File: src/pedf_pkg.sv
//------------------------------------------------------------------------------
// pedf_pkg
// Types and constants of the process event dedup filter.
//------------------------------------------------------------------------------
package pedf_pkg;

    // Table depth; a power of two so the bucket index is the low id bits.
    localparam int BUCKET_COUNT = 2048;
    localparam int IDX_W        = $clog2(BUCKET_COUNT);

    localparam int ID_W     = 32;
    localparam int TIME_W   = 32;
    localparam int CAP_W    = 8;
    localparam int MASK_W   = 64;
    localparam int BIT_W    = $clog2(MASK_W);
    localparam int WINDOW_W = 16;

    localparam logic [WINDOW_W-1:0] WINDOW_RESET = WINDOW_W'(60);

    // Configuration port.
    localparam int CFG_IDX_W  = 1;
    localparam int CFG_DATA_W = WINDOW_W;
    localparam logic [CFG_IDX_W-1:0] REG_WINDOW = CFG_IDX_W'(0);
    localparam logic [CFG_IDX_W-1:0] REG_ENABLE = CFG_IDX_W'(1);

    typedef struct packed {
        logic [ID_W-1:0]   owner;
        logic [TIME_W-1:0] start;
        logic [MASK_W-1:0] mask;
    } t_bucket;

    localparam int BUCKET_W = $bits(t_bucket);

    // Outcome of one bucket lookup.
    typedef struct packed {
        logic    suppress;
        logic    write_en;
        t_bucket bucket;
    } t_upd_res;

endpackage

File: src/pedf_bucket_upd.sv
//------------------------------------------------------------------------------
// pedf_bucket_upd
// Rebind, expiry and seen-mask update for one bucket read from the table.
//------------------------------------------------------------------------------
module pedf_bucket_upd
    import pedf_pkg::*;
(
    input  t_bucket             i_bucket,
    input  logic [ID_W-1:0]     i_proc_id,
    input  logic [BIT_W-1:0]    i_cap,
    input  logic [TIME_W-1:0]   i_now_sec,
    input  logic [WINDOW_W-1:0] i_window,
    output t_upd_res            o_res
);

    logic [TIME_W-1:0] age;
    logic              expired;
    logic              rebind;
    t_bucket           base;
    logic [MASK_W-1:0] cap_bit;

    always_comb begin
        age     = i_now_sec - i_bucket.start;
        // A start time of zero marks a window that never expires by time.
        expired = (i_bucket.start != '0) &&
                  (age >= {{(TIME_W-WINDOW_W){1'b0}}, i_window});
        rebind  = (i_bucket.owner != i_proc_id) || expired;

        if (rebind) begin
            base.owner = i_proc_id;
            base.start = i_now_sec;
            base.mask  = '0;
        end else begin
            base = i_bucket;
        end

        cap_bit = MASK_W'(1) << i_cap;

        o_res.suppress    = |(base.mask & cap_bit);
        // A suppressed event leaves the bucket as it was.
        o_res.write_en    = !o_res.suppress;
        o_res.bucket      = base;
        o_res.bucket.mask = base.mask | cap_bit;
    end

endmodule

File: config.mk
export PLATFORM = sky130hd
export DESIGN_NAME = pedf_bucket_upd
export DESIGN_NICKNAME = d
export VERILOG_FILES = /design/src/pedf_pkg.sv /design/src/pedf_bucket_upd.sv
export SDC_FILE = /design/constraint.sdc
export NUM_CORES = 1
export LEC_CHECK = 0
export BUFFER_PORTS_ARGS = -buffer_cell sky130_fd_sc_hd__buf_2
export CAP_MARGIN = 30
export CORE_MARGIN = 4
export CORE_UTILIZATION = 27
export DETAILED_ROUTE_END_ITERATION = 8
export GPL_TIMING_DRIVEN = 0
export SETUP_SLACK_MARGIN = 0.5
export SLEW_MARGIN = 20
export SYNTH_ARGS = -nofsm -noshare
export SYNTH_HDL_FRONTEND = slang
export SYNTH_SLANG_ARGS = --single-unit
File: constraint.sdc
create_clock -name vclk -period 13
set_clock_uncertainty 0.05 [all_clocks]
set_input_delay 1.3 -clock vclk [all_inputs]
set_output_delay 1.3 -clock vclk [all_outputs]
set_load 0.02 [all_outputs]
Word-level counts from Yosys, hierarchy flattened --
Index checks and enable logic that the tools add are counted.
Word-level totals: register bits 0, bits in latches 0, RAM bits 0, memory bits (read-only) 0, input port bits 214, output and inout bits 130, memories 0
Operators by class: add/subtract/negate cells 1, $mul 0, div/mod/pow operators 0, order comparisons 1, equality and inequality tests 1, shifts and indexed selects 1, mux-type cells 1, bitwise logic cells 2, reductions and logical operators 5
Operators with widths (count):
- 128-bit 2-to-1 mux | 1
- 64-bit AND | 1
- 64-bit OR | 1
- 64-bit OR reduction | 1
- 1-bit by 6-bit << shifter with 64-bit output, first input constant | 1
- 32-bit by 16-bit greater-or-equal comparator with 1-bit output | 1
- 32-bit inequality test | 1
- 32-bit nonzero test | 1
- 32-bit subtractor | 1
- 1-bit logical AND | 1
- 1-bit logical NOT | 1
- 1-bit logical OR | 1

Longest topological paths before layout --
Gate-level depths: netlist of the first run.
word-level depth 8, gate-level depth with buffers 22

Worst setup path before layout of the first run --
Ideal clock, no wire load.
kind input port to output port, from input i_bucket[68] in the netlist's numbering, to output o_res[23] in the netlist's numbering, data arrival time 5479 ps, setup slack 6171 ps, cell stages on the path 21, path buffers 2, path through inv_1 > ha_1 > a21o_1 > a31o_1 > o21ai_0 > o21bai_1 > a21o_1 > a21oi_1 > xnor2_1 > ha_1 > nand4_1 > a211oi_1 > a2111oi_1 > o211ai_1 > nor4b_1 > o211ai_1 > or4_1 > buf_6 > o21ai_4 > buf_6 > a32o_1
RTL lines:
- start: declaration | RTL line pedf_bucket_upd.sv:8 | input t_bucket i_bucket,
- end: declaration | RTL line pedf_bucket_upd.sv:13 | output t_upd_res o_res

==> results of run 1 <==
[critical path, cell delays in order]
cell and delay, ns:
buf_2 0.09, inv_1 0.05, ha_1 0.37, a21o_1 0.22
a31o_1 0.24, o21ai_0 0.30, o21bai_1 0.20, a21o_1 0.21
a21oi_1 0.16, xnor2_1 0.15, ha_1 0.28, nand4_1 0.15
a211oi_1 0.12, a2111oi_1 0.37, o211ai_1 0.14, nor4b_1 0.31
o211ai_1 0.14, or4_1 0.55, buf_6 0.17, o21ai_4 0.38
buf_6 0.23, a32o_1 0.28, buf_2 0.20
[worst paths after layout]
path | startpoint | to | cells after the start
worst max-delay path | i_bucket[68] | o_res[9] | 23
worst min-delay path | i_proc_id[6] | o_res[102] | 3
[per-stage QoR]
step | utilization | worst slack (ns)
2_1_floorplan | - | 6.17
3_3_place_gp | 0.377 | 5.12
3_5_place_dp | 0.380 | 5.15
4_1_cts | 0.380 | 5.14
5_1_grt | 0.381 | 4.73
6_report | 0.381 | 5.05
[area by class of cell]
cell class / instances / area (sq um) / share of cell area
multi-input combinational: 694 / 5000 / 0.640
buffer: 105 / 504 / 0.0645
antenna: 9 / 22.5 / 0.00288
inverter: 57 / 214 / 0.0274
timing repair buffer: 346 / 1740 / 0.222
tap: 270 / 338 / 0.0432
[routing by layer]
metal,vias to the layer above,GRT usage,share of wire
li1,4027,-,-
met1,4176,0.370,0.43
met2,513,0.446,0.46
met3,69,0.0263,0.080
met4,0,0.0764,0.035
met5,-,0,0
[where the power goes]
part	leakage [nW]	internal [mW]	switching [mW]
Sequential	0	0	0
Combinational	3.73	0.122	0.180
Clock	0.0000570	0.0000000927	0
[layout by cell type (no fill, tap or decap), drive strengths merged, types with 30 or more instances in the layout]
master,count
nand2,75
ha,47
a2bb2oi,31
buf,375
xnor2,44
nand3,73
or4,32
nor2,30
a32o,65
nand4,31
inv,56
clkbuf,76
a21oi,47
[kinds of logic (layout without fill, tap and decap cells)]
| kind of cell | after synthesis | in the layout | share of synthesized area |
|---|---|---|---|
| compound gates | 276 | 276 | 0.386 |
| xor+xnor | 47 | 47 | 0.0725 |
| fa+ha+maj | 48 | 48 | 0.107 |
| buf+inv | 162 | 508 | 0.126 |
| mux | 5 | 5 | 0.00925 |
| other cells | 0 | 9 | 0 |
| simple gates | 318 | 318 | 0.299 |
==> flow_summary.toml, run 1 <==
[status]
outcome = "completed"

[power]
ir_worst_vdd_mv = 0.0129
p_per_area_nw_per_um2 = 38.6
p_leak_nw = 3.73
power.total_mw = 0.301

[timing]
worst_pin_slew_ns = 0.977
maxSlewHeadroom = 0.344
fin_setup_tns_ns = 0
max_freq_mhz = 126
fin_crit_sh = 0.612
hold_violations = 0
slew_viol_final = 0
finalSetupViolCount = 0
rsz0062_at_grt = "no"
min_period_ns = 7.95
fin_hold_ws_ns = 2.87

[yosys]
ys_top_cells_by_count = "nand2_1, nand3_1, clkbuf_1, a32o_1, inv_1"
yosysTopAreaCellShare = 0.104
synth.most_common_cell = "nand2_1"
yosys-top-cells-area = "ha_1, a32o_1, xnor2_1"
syn_inst = 856
yosys.area.top_type = "ha_1"
syn_area_sq_um = 5680
seq_area_frac_synth = 0
syn_avg_cell_area_sq_um = 6.64
synth_cell_types = 78
syn_nets = 1118
ys_warn_count = 0

[routing]
drt-vias-per-instance = 5.93
postRouteAntennaNets = 0
drtIter0Drc = 856
wl_per_cell_um = 23.4
route.detailed.drc = 0
dr.pass1.iters = 5
wl_mm = 34.6
dr_total_vias = 8785

[finish]
drive_above_1_share = 0.336
register_area_sq_um = 0
syn2layout_area_growth_pct = 37.5
layout.nets = 1466
nFillCells = 2293
stdcell_area_sq_um = 7810
final_cells = 1481
seq_cell_count = 0
nClkBuffers = 0

[critical_path]
start_kind = "input pin"
crit_path_end_kind = "output pin"
cp_max_fo = 10
required_ns = 11.65
critPathArrivalTime_ns = 6.60
criticalPathCategory = "in2out"

[global_route]
grt_overflow = 0
antenna_found_initial = 9
grt.total_usage = 0.269
grt_pass1_wl_mm = 50.4
grt_pass1_vias = 8253
grt_max_degree = 11

[floorplan]
std_cell_rows = 52
die_w_um = 153
initial_utilization = 0.277
die_y_um = 153
core_sq_um = 20500
dieArea_sq_um = 23400
io_pins = 344

[clock_tree]
ctsResizeCount = 0
cts_setup_buffers = 0
hold_buffers = 0

[placed_design]
place_congestion = 0.935
dp_cells = 1472
dp_hpwl_mm = 29.6
port-buffer-count = 340
placed_area_sq_um = 7790

[worst_hold_path]
min_path_type = "in2out"

[run]
cap_viol_max_count = 0
(Power assumes the default switching activity.)
==> run 2, diff against run 1 <==
==> constraint.sdc (replaced) <==
create_clock -name vclk -period 7.1
set_clock_uncertainty 0.05 [all_clocks]
set_input_delay 0.71 -clock vclk [all_inputs]
set_output_delay 0.71 -clock vclk [all_outputs]
set_load 0.02 [all_outputs]
==> run 2 against run 1 <==
  * Global-route usage barely moved
  * Largest power group unchanged
  * Design area rose by 0.69%
  * Wire length up 0.34%
  * Largest cell class unchanged
  * Die area unchanged
  * Setup slack worse by 4.4 ns
  * Critical endpoint unchanged
  * Via count is 0.34% higher
  * Critical path depth stayed put
  * Cell count grew 0.20%
  * Critical path type unchanged
  * Flip-flop and latch count unchanged
  * Combinational power is 84% higher
  * Hold slack got worse by 1.2 ns
  * Core utilization is 0.26 points higher
==> flow_summary.toml, run 2 (synthesis results as in run 1) <==
[power]
p_per_area_nw_per_um2 = 70.6
ir_worst_vdd_mv = 0.0238
power.total_mw = 0.555
p_leak_nw = 3.76

[placed_design]
dp_cells = 1472
place_congestion = 0.935
dp_hpwl_mm = 29.6
port-buffer-count = 340

[floorplan]
core_sq_um = 20500
dieArea_sq_um = 23400
std_cell_rows = 52
die_y_um = 153
initial_utilization = 0.277
io_pins = 344
die_w_um = 153

[critical_path]
crit_path_end_kind = "output pin"
cpMaxStageDelayCell = "or4_1"
start_kind = "input pin"
path_cells = "buf_2 > inv_1 > ha_1 > a21o_1 > a31o_1 > o21ai_2 > o21bai_1 > a21oi_1 > xnor2_1 > ha_1 > a21o_1 > a21o_1 > a22oi_1 > o221ai_1 > nor4b_1 > o211ai_1 > or4_1 > buf_6 > o21ai_4 > buf_12 > buf_6 > a32o_1 > buf_2"
criticalPathCategory = "in2out"
critPathArrivalTime_ns = 5.64
cpMostUsedCell = "a21o_1"
cp_max_fo = 10
cpPeakStageDelay_ns = 0.55
required_ns = 6.34

[timing]
min_period_ns = 6.40
fin_setup_tns_ns = 0
max_freq_mhz = 156
fin_crit_sh = 0.902
slew_viol_final = 0
hold_violations = 0
maxSlewHeadroom = 0.358
finalSetupViolCount = 0
worst_pin_slew_ns = 0.956
rsz0062_at_grt = "no"

[finish]
drive_above_1_share = 0.341
final_cell_mix = "buf_2, nand2_1, nand3_1, clkbuf_1, a32o_1"
final_common_cell = "buf_2"
register_area_sq_um = 0
syn2layout_area_growth_pct = 38.4
layout.nets = 1469
utilization = 0.384
final_cells = 1484
nFillCells = 2291
seq_cell_count = 0
nClkBuffers = 0

[status]
outcome = "completed"

[run]
cap_viol_max_count = 0

[routing]
postRouteAntennaNets = 0
dr.pass1.iters = 6
dr_total_vias = 8815
route.detailed.drc = 0
drtIter0Drc = 863
wl_mm = 34.8
drt-vias-per-instance = 5.94
wl_per_cell_um = 23.4

[global_route]
grt_pass1_vias = 8274
grt.total_usage = 0.269
grt_max_degree = 11
antenna_found_initial = 9
grt_overflow = 0
grt_pass1_wl_mm = 50.5

[worst_hold_path]
min_path_type = "in2out"
==> run 2: power by group <==
part	switching, mW	internal, mW
clock network	0	0.000000170
logic	0.331	0.224
registers	0	0
==> run 2: path summary, 6_finish.rpt <==
kind	from	endpoint	cells after the start
hold / removal	i_proc_id[6]	o_res[102]	3
setup / recovery	i_bucket[68]	o_res[9]	23
==> run 2: cell type report <==
type | instances | area [sq um] | share of cell area
Antenna cell | 9 | 22.5 | 0.00286
Tap cell | 270 | 338 | 0.0429
Inverter | 57 | 214 | 0.0272
Multi-Input combinational cell | 694 | 5010 | 0.637
Buffer | 105 | 505 | 0.0643
Timing Repair Buffer | 349 | 1780 | 0.226
==> run 2: worst max-delay path: cells and delay by family <==
family	cells	cell delay (ns)
compound gates	12	2.40
simple gates	2	0.90
buf+inv	6	0.83
fa+ha+maj	2	0.62
xor+xnor	1	0.15
==> run 2: layer usage <==
| metal | vias up | track usage | share of wire |
|---|---|---|---|
| met3 | 64 | 0.0291 | 0.083 |
| met2 | 549 | 0.444 | 0.46 |
| met4 | 0 | 0.0776 | 0.032 |
| li1 | 4029 | - | - |
| met5 | - | 0 | 0 |
| met1 | 4173 | 0.370 | 0.43 |
==> run 2: repair_timing <==
item	in CTS	in global routing
setup endpoints to repair	10	97
setup buffers	2	1
resized for setup	1	8
hold buffers	0	0
pin swaps	1	2
==> run 2: stage by stage <==
| stage | instance area (sq um) | setup slack (ns) | hold slack [ns] |
|---|---|---|---|
| 2_1_floorplan | 5680 | 1.45 | 1.51 |
| 3_3_place_gp | 7720 | 0.400 | 1.69 |
| 3_5_place_dp | 7790 | 0.433 | 1.69 |
| 4_1_cts | 7820 | 0.545 | 1.69 |
| 5_1_grt | 7870 | 0.441 | 1.71 |
| 6_report | 7870 | 0.695 | 1.69 |
